**src/rtl/stxr_pkg.sv**
```systemverilog
// ----------------------------------------------------------------------------
// stxr_pkg
// Types and codes shared by the STX / length / XOR frame receiver.
// ----------------------------------------------------------------------------
package stxr_pkg;

  localparam logic [7:0]  START_BYTE    = 8'h02;
  localparam logic [7:0]  DROP_LENGTH   = 8'hFF;
  localparam logic [15:0] RESET_TIMEOUT = 16'd10;
  localparam logic [15:0] IDLE_MAX      = 16'hFFFF;
  localparam logic [8:0]  HEADER_BYTES  = 9'd3;

  // Configuration register indexes
  localparam logic REG_CHECKSUM_ENABLE = 1'b0;
  localparam logic REG_TIMEOUT_TICKS   = 1'b1;

  // Input actions
  localparam logic ACT_BYTE = 1'b0;
  localparam logic ACT_TICK = 1'b1;

  // Result kinds
  localparam logic [2:0] KIND_CMD  = 3'd0;
  localparam logic [2:0] KIND_DATA = 3'd1;
  localparam logic [2:0] KIND_GOOD = 3'd2;
  localparam logic [2:0] KIND_BAD  = 3'd3;
  localparam logic [2:0] KIND_DROP = 3'd4;

  typedef struct packed {
    logic       action;
    logic [7:0] rx_byte;
  } in_item_t;

  typedef struct packed {
    logic [2:0] kind;
    logic [7:0] byte_value;
    logic [8:0] frame_length;
  } out_item_t;

  typedef struct packed {
    logic        checksum_enable;
    logic [15:0] timeout_ticks;
  } cfg_t;

endpackage

```
**src/rtl/stxr_in_reg.sv**
```systemverilog
// ----------------------------------------------------------------------------
// stxr_in_reg
// Input register stage: holds one item until the core consumes it.
// ----------------------------------------------------------------------------
module stxr_in_reg (
  input  logic              clk,
  input  logic              rst,
  input  logic              in_valid,
  output logic              in_stall,
  input  stxr_pkg::in_item_t in_item,
  input  logic              advance,
  output logic              item_valid,
  output stxr_pkg::in_item_t item
);
  import stxr_pkg::*;

  logic load;

  // Hold while the downstream side cannot take the held item
  assign in_stall = item_valid && !advance;
  assign load     = in_valid && !in_stall;

  always_ff @(posedge clk) begin
    if (rst) begin
      item_valid <= 1'b0;
    end else if (load) begin
      item_valid <= 1'b1;
    end else if (advance) begin
      item_valid <= 1'b0;
    end
  end

  always_ff @(posedge clk) begin
    if (load) begin
      item <= in_item;
    end
  end

endmodule

```
**src/rtl/stxr_core.sv**
```systemverilog
// ----------------------------------------------------------------------------
// stxr_core
// Frame state machine: updates frame state and forms at most one result per item.
// ----------------------------------------------------------------------------
module stxr_core (
  input  logic               clk,
  input  logic               rst,
  input  stxr_pkg::cfg_t     cfg,
  input  logic               fire,
  input  stxr_pkg::in_item_t item,
  output logic               res_valid,
  output stxr_pkg::out_item_t res
);
  import stxr_pkg::*;

  localparam logic [2:0] PH_HUNT    = 3'd0;
  localparam logic [2:0] PH_CMD     = 3'd1;
  localparam logic [2:0] PH_LEN     = 3'd2;
  localparam logic [2:0] PH_PAYLOAD = 3'd3;
  localparam logic [2:0] PH_CSUM    = 3'd4;
  localparam logic [2:0] PH_REPORT  = 3'd5;

  logic [2:0]  phase, phase_next;
  logic [7:0]  running_xor, running_xor_next;
  logic [7:0]  payload_length, payload_length_next;
  logic [7:0]  payload_count, payload_count_next;
  logic [15:0] idle_count, idle_count_next;

  logic [15:0] idle_inc;
  logic [7:0]  count_inc;
  logic [8:0]  total_length;
  logic        is_start;

  assign idle_inc     = (idle_count == IDLE_MAX) ? idle_count : idle_count + 16'd1;
  assign count_inc    = payload_count + 8'd1;
  assign total_length = {1'b0, payload_length} + HEADER_BYTES;
  assign is_start     = (item.rx_byte == START_BYTE);

  always_comb begin
    phase_next          = phase;
    running_xor_next    = running_xor;
    payload_length_next = payload_length;
    payload_count_next  = payload_count;
    idle_count_next     = idle_count;
    res_valid           = 1'b0;
    res                 = '0;

    if (fire) begin
      if (phase == PH_REPORT) begin
        // Pending frame-good; a byte here is also seen by the hunter
        res_valid         = 1'b1;
        res.kind          = KIND_GOOD;
        res.frame_length  = total_length;
        phase_next        = PH_HUNT;
        if (item.action == ACT_BYTE && is_start) begin
          phase_next       = PH_CMD;
          running_xor_next = START_BYTE;
          idle_count_next  = '0;
        end
      end else if (item.action == ACT_TICK) begin
        if (phase != PH_HUNT) begin
          if (idle_inc >= cfg.timeout_ticks) begin
            phase_next      = PH_HUNT;
            idle_count_next = '0;
            res_valid       = 1'b1;
            res.kind        = KIND_DROP;
          end else begin
            idle_count_next = idle_inc;
          end
        end
      end else begin
        idle_count_next = '0;
        unique case (phase)
          PH_CMD: begin
            running_xor_next = running_xor ^ item.rx_byte;
            phase_next       = PH_LEN;
            res_valid        = 1'b1;
            res.kind         = KIND_CMD;
            res.byte_value   = item.rx_byte;
          end
          PH_LEN: begin
            running_xor_next    = running_xor ^ item.rx_byte;
            payload_length_next = item.rx_byte;
            payload_count_next  = '0;
            if (item.rx_byte == DROP_LENGTH) begin
              phase_next = PH_HUNT;
              res_valid  = 1'b1;
              res.kind   = KIND_DROP;
            end else if (item.rx_byte == 8'd0) begin
              if (cfg.checksum_enable) begin
                phase_next = PH_CSUM;
              end else begin
                phase_next       = PH_HUNT;
                res_valid        = 1'b1;
                res.kind         = KIND_GOOD;
                res.frame_length = HEADER_BYTES;
              end
            end else begin
              phase_next = PH_PAYLOAD;
            end
          end
          PH_PAYLOAD: begin
            running_xor_next   = running_xor ^ item.rx_byte;
            payload_count_next = count_inc;
            if (count_inc == payload_length) begin
              phase_next = cfg.checksum_enable ? PH_CSUM : PH_REPORT;
            end
            res_valid      = 1'b1;
            res.kind       = KIND_DATA;
            res.byte_value = item.rx_byte;
          end
          PH_CSUM: begin
            phase_next       = PH_HUNT;
            res_valid        = 1'b1;
            res.kind         = (item.rx_byte == running_xor) ? KIND_GOOD : KIND_BAD;
            res.frame_length = total_length;
          end
          default: begin
            phase_next = PH_HUNT;
            if (is_start) begin
              phase_next       = PH_CMD;
              running_xor_next = START_BYTE;
            end
          end
        endcase
      end
    end
  end

  always_ff @(posedge clk) begin
    if (rst) begin
      phase          <= PH_HUNT;
      running_xor    <= '0;
      payload_length <= '0;
      payload_count  <= '0;
      idle_count     <= '0;
    end else begin
      phase          <= phase_next;
      running_xor    <= running_xor_next;
      payload_length <= payload_length_next;
      payload_count  <= payload_count_next;
      idle_count     <= idle_count_next;
    end
  end

endmodule

```
**src/rtl/stxr_out_reg.sv**
```systemverilog
// ----------------------------------------------------------------------------
// stxr_out_reg
// Result register: holds one result until the consumer takes it.
// ----------------------------------------------------------------------------
module stxr_out_reg (
  input  logic                clk,
  input  logic                rst,
  input  logic                load,
  input  stxr_pkg::out_item_t res,
  output logic                advance,
  output logic                out_valid,
  input  logic                out_stall,
  output stxr_pkg::out_item_t out_item
);
  import stxr_pkg::*;

  // Free when empty or being drained this cycle
  assign advance = !out_valid || !out_stall;

  always_ff @(posedge clk) begin
    if (rst) begin
      out_valid <= 1'b0;
    end else if (advance) begin
      out_valid <= load;
    end
  end

  always_ff @(posedge clk) begin
    if (advance && load) begin
      out_item <= res;
    end
  end

endmodule

```
**src/rtl/stx_length_xor_frame_receiver.sv**
```systemverilog
// ----------------------------------------------------------------------------
// stx_length_xor_frame_receiver
// STX / command / length / payload / XOR checksum deframer.
// ----------------------------------------------------------------------------
// Each input item is either a received byte or one time tick. The receiver
// hunts for the start byte 0x02, then takes a command byte, a length byte
// (255 drops the frame), that many payload bytes and, when checksum_enable
// is set, a trailing checksum byte equal to the XOR of all frame bytes from
// the start byte on. It reports the command (kind 0), each payload byte
// (kind 1) and a final status: frame good (2), checksum mismatch (3) with
// the length plus 3, or frame dropped (4). timeout_ticks idle ticks inside a
// frame abort it with kind 4. With checking off, frame good follows on the
// item after the last payload byte, or comes with a length byte of 0.
// The block takes one item every cycle while in_stall is low. An accepted
// item is held in the input register; the frame state update then forms its
// result, if any, into the result register, which holds it until taken.
// in_stall rises only while the result register is full and stalled.
// Write configuration only while the block is idle.
// ----------------------------------------------------------------------------
module stx_length_xor_frame_receiver (
  input  logic                clk,
  input  logic                rst,
  input  logic                in_valid,
  output logic                in_stall,
  input  stxr_pkg::in_item_t  in_item,
  output logic                out_valid,
  input  logic                out_stall,
  output stxr_pkg::out_item_t out_item,
  input  logic                cfg_write,
  input  logic                cfg_index,
  input  logic [15:0]         cfg_data
);
  import stxr_pkg::*;

  cfg_t      cfg;
  logic      advance;
  logic      item_valid;
  in_item_t  item;
  logic      fire;
  logic      res_valid;
  out_item_t res;

  // Configuration registers, written directly from the port
  always_ff @(posedge clk) begin
    if (rst) begin
      cfg.checksum_enable <= 1'b1;
      cfg.timeout_ticks   <= RESET_TIMEOUT;
    end else if (cfg_write) begin
      unique case (cfg_index)
        REG_CHECKSUM_ENABLE: cfg.checksum_enable <= cfg_data[0];
        REG_TIMEOUT_TICKS:   cfg.timeout_ticks   <= cfg_data;
        default:             cfg                 <= cfg;
      endcase
    end
  end

  // Input stage: accept an item whenever the held one can move on
  stxr_in_reg u_in_reg (
    .clk        (clk),
    .rst        (rst),
    .in_valid   (in_valid),
    .in_stall   (in_stall),
    .in_item    (in_item),
    .advance    (advance),
    .item_valid (item_valid),
    .item       (item)
  );

  // Advance the frame state only when the result register can take a result
  assign fire = item_valid && advance;

  stxr_core u_core (
    .clk       (clk),
    .rst       (rst),
    .cfg       (cfg),
    .fire      (fire),
    .item      (item),
    .res_valid (res_valid),
    .res       (res)
  );

  // Result stage: holds a result while the consumer stalls; the stall reaches the input side only when it is full
  stxr_out_reg u_out_reg (
    .clk       (clk),
    .rst       (rst),
    .load      (fire && res_valid),
    .res       (res),
    .advance   (advance),
    .out_valid (out_valid),
    .out_stall (out_stall),
    .out_item  (out_item)
  );

endmodule

```
**config.mk**
```make
export PLATFORM = sky130hd
export DESIGN_NAME = stx_length_xor_frame_receiver
export DESIGN_NICKNAME = d
export VERILOG_FILES = /design/src/rtl/stxr_pkg.sv /design/src/rtl/stxr_in_reg.sv /design/src/rtl/stxr_core.sv /design/src/rtl/stxr_out_reg.sv /design/src/rtl/stx_length_xor_frame_receiver.sv
export SDC_FILE = /design/constraint.sdc
export NUM_CORES = 1
export LEC_CHECK = 0
export BUFFER_PORTS_ARGS = -buffer_cell sky130_fd_sc_hd__clkbuf_2
export CORE_ASPECT_RATIO = 1.4
export CORE_UTILIZATION = 59
export DETAILED_ROUTE_END_ITERATION = 12
export PLACE_DENSITY_LB_ADDON = 0.3
export SETUP_SLACK_MARGIN = 0.4
export SYNTH_ARGS = -nofsm -noshare
export SYNTH_HDL_FRONTEND = slang
export SYNTH_SLANG_ARGS = --single-unit
```
**constraint.sdc**
```tcl
create_clock -name clk -period 5.4 [get_ports clk]
set_input_delay 0.27 -clock clk [delete_from_list [all_inputs] [get_ports clk]]
set_output_delay 0.27 -clock clk [all_outputs]
set_load 0.1 [all_outputs]
```
==> impl_metrics.tcl, run 1 <==
set metrics [dict create \
    status "finished, final reports clean" \
    power_mw 1.41 \
    ys_warn_count 0 \
    min_period_ns 4.24 \
    cp_cell_sequence "nand4_1, or4_1, o21ai_1, nor2_1, xnor2_1, ha_1, a21oi_1, o21ai_0, a211oi_1, and3_1, or4b_1, a31oi_1" \
    die_h_um 111 \
    routedWlPerCell_um 16.5 \
    path_buf_inv 0 \
    drt-vias-per-instance 6.00 \
    clk_path_buf_depth 2 \
    routed_wl_um 12000 \
    hold_class "in2reg" \
    max-cap-violations 0 \
    drive_above_1_share 0.125 \
    critPathSlowestCell "or4_1" \
    arrival_ns 4.51 \
    tritoncts "built" \
    initial_utilization 0.608 \
    seq_area_frac_synth 0.424 \
    dpl.hpwl_um 8550 \
    dieWidth_um 79.7 \
    clockRootBuffer "clkbuf_16" \
    first_global_vias 4253 \
    multi_input_area_um2 2640 \
    peakVddDrop_v 0.000180 \
    grt_pass1_wl_um 19800 \
    crit_family "simple AND/OR/NAND/NOR gates" \
    power_density_nw_per_um2 254 \
    numPortBuffers 52 \
    worst_pin_slew_ns 0.775 \
    power_leakage_nw 2.00 \
    worstRegToRegCells 12 \
    syn_avg_cell_area_um2 8.43 \
    clk_latency_ns 0.34 \
    rows 39 \
    clk_pin_slew_ns 0.06 \
    period_share 0.786 \
    crit_start "u_core.idle_count[3]" \
    slew_viol_final 0 \
    path_max_fanout 16 \
    grt_start_max_net_pins 61 \
    rr_startpoint "u_core.idle_count[3]" \
    final-hold-violation-count 0 \
    antenna_found_initial 0 \
    clock-skew-final_ns 0.00585 \
    drt_iter0_drc 281 \
    ys_types 57 \
    postCtsSetupRepairBufs 0 \
    ioPinCount 53 \
    grt_usage 0.289 \
    crit_cells 12 \
    critical_path.endpoint "u_core.idle_count[8]" \
    htree_levels 3 \
    diodes 0 \
    critPathKind "reg2reg" \
    netlist_area_um2 4980 \
    ff2ff_setup_slack_ns 1.16 \
    synth_edf_count 29 \
    grt.overflow.total 0 \
    dominantRegCellSynth "dfxtp_1" \
    async_flop_share 0 \
    syn_nets 641 \
    endpoint_kind "register" \
    fin_nets 675 \
    nFillCells 687 \
    fmax_mhz 236 \
    vias 4395 \
    maxSlewHeadroom 0.480 \
    cts.sink_count 91 \
    setup_viol_count_final 0 \
    postRouteAntennaNets 0 \
    post_cts_resized 0 \
    core_um2 8200 \
    place.gp.congestion 0.929 \
    rsz0062_at_grt "no" \
    crit_path_max_incr_delay_ns 0.61 \
    first_pass_iters 5 \
    syn_inst 591 \
    startpoint_type "register" \
    r2r_end "u_core.idle_count[8]" \
    syn_to_final_growth_pct 11.2 \
    finalSetupTns_ns 0 \
    drc_errors 0 \
    cp.required_ns 5.67 \
    numCtsBuffers 9 \
    hold_buffers 0 \
    dieArea_um2 8820 \
    ys_ff_latch 91 \
    regArea_um2 2110 \
]
state kept, by name, summed over array words and instances, names as in the netlist:
register	cells
u_in_reg.item_valid	1
u_core.running_xor	8
cfg	17
u_core.payload_count	8
u_core.idle_count	16
u_out_reg.out_valid	1
u_in_reg.item	9
u_core.phase	3
u_out_reg.out_item	20
u_core.payload_length	8
per-layer routing:
metal	track usage	wire length [µm]	up-vias
met5	0	0	-
met4	0.147	437	0
met3	0.0543	498	33
met2	0.522	6580	154
met1	0.312	4530	2051
li1	-	-	2157
kinds of logic (layout without fill, tap and decap cells):
logic type               count (synthesis)  after routing  synth area share
multiplexers                             3              3           0.00653
AO/OA/AOI/OAI                          135            135             0.165
XOR/XNOR                                35             35            0.0615
buffers and inverters                   61            100            0.0472
AND/OR/NAND/NOR                        247            247             0.248
flip-flops                              91             91             0.424
adder cells (fa/ha/maj)                 19             19            0.0477
report_power, final:
| group | switching (mW) | internal [mW] | leakage, nW |
|---|---|---|---|
| Sequential | 0.0170 | 0.717 | 0.787 |
| Clock | 0.258 | 0.324 | 0.134 |
| Combinational | 0.0597 | 0.0318 | 1.08 |
Yosys cell counts, types with 4 or more instances:
cell	n	area [µm²]
nand2_1	83	312
dfxtp_1	62	1240
a21oi_1	56	280
nor2_1	51	191
edfxtp_1	29	871
o21ai_0	29	145
inv_1	28	105
xnor2_1	26	228
clkbuf_1	24	90.1
nand3_1	22	110
ha_1	19	238
nand3b_1	11	82.6
and2_1	10	62.6
nand4_1	10	62.6
a31oi_1	9	56.3
nor3_1	9	45.0
xor2_1	9	78.8
and3_1	7	43.8
nand2b_1	7	43.8
nor2b_1	7	43.8
or3_1	7	43.8
o211ai_1	6	45.0
o32ai_1	6	52.6
buf_2	5	25.0
o21a_1	5	37.5
a211oi_1	4	30.0
nand4b_1	4	35.0
or4_1	4	30.0
metrics by stage:
stage	hold WS, ns	util	setup slack (ns)	cell area (µm²)	std cells
2_1_floorplan	0.369	-	1.28	4980	591
3_3_place_gp	0.444	0.642	1.39	5270	716
3_5_place_dp	0.447	0.642	1.22	5270	716
4_1_cts	0.0947	0.676	1.19	5540	732
5_1_grt	0.0953	0.676	0.897	5540	732
6_report	0.0972	0.676	1.16	5540	732
worst min path at each step:
stage / startpoint / end / slack [ns] / cells past startpoint
2_1_floorplan: in_item[0] / u_in_reg.item[0] / 0.37 / 0
3_3_place_gp: cfg[5] / cfg[5] / 0.44 / 2
3_5_place_dp: cfg[7] / cfg[7] / 0.45 / 2
4_1_cts: in_item[3] / u_in_reg.item[3] / 0.09 / 1
5_1_grt: in_item[2] / u_in_reg.item[2] / 0.1 / 1
6_report: in_item[3] / u_in_reg.item[3] / 0.1 / 1
layout by cell type (no fill, tap or decap), types with 3 or more instances in the layout:
master / netlist / layout
a211oi_1: 4 / 4
nand3_1: 22 / 22
o32ai_1: 6 / 6
o21ai_0: 29 / 29
or4_1: 4 / 4
buf_4: 0 / 3
nand2b_1: 7 / 7
o21a_1: 5 / 5
xnor2_1: 26 / 26
nand4b_1: 4 / 4
o211ai_1: 6 / 6
and2_1: 10 / 10
nor3_1: 9 / 9
nor2_1: 51 / 51
a31oi_1: 9 / 9
nand4_1: 10 / 10
nand2_1: 83 / 83
clkbuf_16: 0 / 9
and3_1: 7 / 7
xor2_1: 9 / 9
a21oi_1: 56 / 56
dfxtp_1: 62 / 62
a211o_1: 3 / 3
nor2b_1: 7 / 7
or3_1: 7 / 7
edfxtp_1: 29 / 29
a311oi_1: 3 / 3
clkbuf_2: 0 / 52
ha_1: 19 / 19
inv_1: 28 / 28
nand3b_1: 11 / 11
area by class of cell:
type	count	area share
Clock buffer	12	0.0445
Clock inverter	4	0.00474
Inverter	29	0.0197
Multi-Input combinational cell	439	0.476
Sequential cell	91	0.381
Tap cell	102	0.0230
Timing Repair Buffer	55	0.0511
No activity file was read; power rests on OpenSTA's default activity.
==> run 2: changes to the inputs <==
==> constraint.sdc (replaced) <==
create_clock -name clk -period 4.1 [get_ports clk]
set_input_delay 0.205 -clock clk [delete_from_list [all_inputs] [get_ports clk]]
set_output_delay 0.205 -clock clk [all_outputs]
set_load 0.1 [all_outputs]
==> run 2 against run 1 <==
  * Sequential power is 32% higher
  * Sequential cell count stayed put
  * Sequential share of layout area is 1.2 points lower
  * Die area stayed put
  * First-iteration DRC count is 17% lower
  * Global-route usage is 0.43 points lower
  * Worst setup slack worse by 0.61 ns
  * Largest cell class unchanged
==> impl_metrics.tcl, run 2 (same netlist as run 1, synthesis figures left out) <==
set metrics [dict create \
    antenna_found_initial 0 \
    hold_class "in2reg" \
    routed_wl_um 11800 \
    r2r_end "u_core.phase[0]" \
    numCtsBuffers 9 \
    reg_top3 "u_out_reg.out_item (20), cfg (17), u_core.idle_count (16)" \
    routedWlPerCell_um 16.0 \
    grt.overflow.total 0 \
    core_um2 8200 \
    cp_cell_sequence "nand4_1, nor4b_1, buf_4, nand3_1, mux2_2, ha_1, nand4_1, nor3_2, nand4b_1, and3_4, buf_4, a211o_1, o221a_2" \
    final_common_cell "nand2_1" \
    slew_viol_final 0 \
    critPathKind "reg2reg" \
    setup_ws_ns 0.551 \
    grt_usage 0.285 \
    stdcell_count 740 \
    min_period_ns 3.55 \
    postRouteAntennaNets 0 \
    rr_startpoint "u_core.idle_count[10]" \
    hold_buffers 0 \
    first_global_vias 4324 \
    ioPinCount 53 \
    tritoncts "built" \
    ff2ff_setup_slack_ns 0.55 \
    htree_levels 3 \
    critPathSlowestCell "dfxtp_1" \
    arrival_ns 3.78 \
    final-hold-violation-count 0 \
    rows 39 \
    nFillCells 670 \
    crit_path_max_incr_delay_ns 0.43 \
    peakVddDrop_v 0.000253 \
    initial_utilization 0.608 \
    vias 4396 \
    fmax_mhz 282 \
    dieWidth_um 79.7 \
    hold_start "in_item[3]" \
    dp.cells 720 \
    dpl.hpwl_um 8540 \
    path_max_fanout 10 \
    drt-vias-per-instance 5.94 \
    drive_above_1_share 0.166 \
    diodes 0 \
    clock-skew-final_ns 0.00936 \
    path_buf_inv 2 \
    dieArea_um2 8820 \
    grt_pass1_wl_um 19500 \
    final_cell_mix "82 x nand2_1, 58 x dfxtp_1, 56 x a21oi_1" \
    clockRootBuffer "clkbuf_16" \
    max-cap-violations 0 \
    crit_family "simple AND/OR/NAND/NOR gates" \
    finalSetupTns_ns 0 \
    drc_errors 0 \
    die_h_um 111 \
    clk_latency_ns 0.35 \
    hold_end "u_in_reg.item[3]" \
    status "finished, final reports clean" \
    syn_to_final_growth_pct 15.0 \
    clk_path_buf_depth 2 \
    place.gp.congestion 0.943 \
    worstRegToRegCells 13 \
    endpoint_kind "register" \
    setup_viol_count_final 0 \
    hold_path_depth 1 \
    preCtsSetupSlack_ns 0.179 \
    worst_pin_slew_ns 0.756 \
    grt_start_max_net_pins 60 \
    maxSlewHeadroom 0.492 \
    startpoint_type "register" \
    clk_pin_slew_ns 0.07 \
    fin_nets 683 \
    power_density_nw_per_um2 338 \
    drt_iter0_drc 233 \
    power_mw 1.93 \
    rsz0062_at_grt "yes" \
    numPortBuffers 52 \
    first_pass_iters 5 \
    largest-register "u_out_reg.out_item" \
    power_leakage_nw 2.07 \
    largest_reg_flops 20 \
    cp.required_ns 4.34 \
    cts.sink_count 91 \
    period_share 0.866 \
]
[run 2: cell count changes in the layout (fill, tap and decap cells not counted), moves of 2 or more]
| cell | change |
|---|---|
| nor2_4 | +2 |
| nor3_1 | -2 |
| buf_4 | +7 |
| nor2_1 | -2 |
| dfxtp_2 | +4 |
| and3_1 | -2 |
| nor3_2 | +2 |
| dfxtp_1 | -4 |
[run 2: worst reg2reg max path, delay by kind of cell (launching register included)]
family / cells / cell delay (ns)
AND/OR/NAND/NOR: 7 / 1.46
AO/OA/AOI/OAI: 2 / 0.53
flip-flops: 1 / 0.43
buffers and inverters: 2 / 0.38
adder cells (fa/ha/maj): 1 / 0.32
multiplexers: 1 / 0.31
[run 2: cell type report]
| type | instances | area (µm²) | share of cell area |
|---|---|---|---|
| well taps | 102 | 128 | 0.0223 |
| flip-flops and latches | 91 | 2120 | 0.370 |
| repair buffers | 63 | 355 | 0.0620 |
| clock inverters | 5 | 61.3 | 0.0107 |
| clock buffers | 11 | 243 | 0.0424 |
| inverters | 29 | 109 | 0.0190 |
| multi-input cells | 439 | 2720 | 0.474 |
[run 2: stage by stage]
stage,hold WS (ns),utilization,instance area (µm²)
floorplan,0.304,-,4990
global placement,0.383,0.649,5320
detailed placement,0.384,0.649,5320
CTS,0.0268,0.688,5640
global route,0.0276,0.699,5730
finish,0.0274,0.699,5730
[run 2: repair_timing]
| item | 4_1_cts | 5_1_grt |
|---|---|---|
| setup endpoints to repair | 38 | 38 |
| gates resized for setup | 5 | 16 |
| pin swaps | 0 | 5 |
| buffers inserted | 0 | 4 |
[run 2: how the worst max path moves through the flow]
stage	start	endpoint	slack [ns]	cells after the start
global placement	u_core.idle_count[6]	u_core.idle_count[4]	0.32	12
finish	u_core.idle_count[10]	u_core.phase[0]	0.55	13
CTS	u_core.idle_count[6]	u_out_reg.out_item[5]	0.40	12
floorplan	u_core.idle_count[3]	u_out_reg.out_item[0]	0.50	12
detailed placement	u_core.idle_count[4]	u_core.idle_count[8]	0.18	12
global route	u_core.idle_count[10]	u_out_reg.out_item[3]	0.37	13
[run 2: layer usage]
layer / GRT usage / share of wire
met4: 0.147 / 0.039
met3: 0.0519 / 0.040
met1: 0.299 / 0.38
met2: 0.523 / 0.55
met5: 0 / 0
[run 2: where the power goes]
| part | switching [mW] | leakage (nW) | internal [mW] |
|---|---|---|---|
| clock | 0.348 | 0.145 | 0.492 |
| combinational | 0.0811 | 1.13 | 0.0455 |
| sequential | 0.0224 | 0.789 | 0.944 |
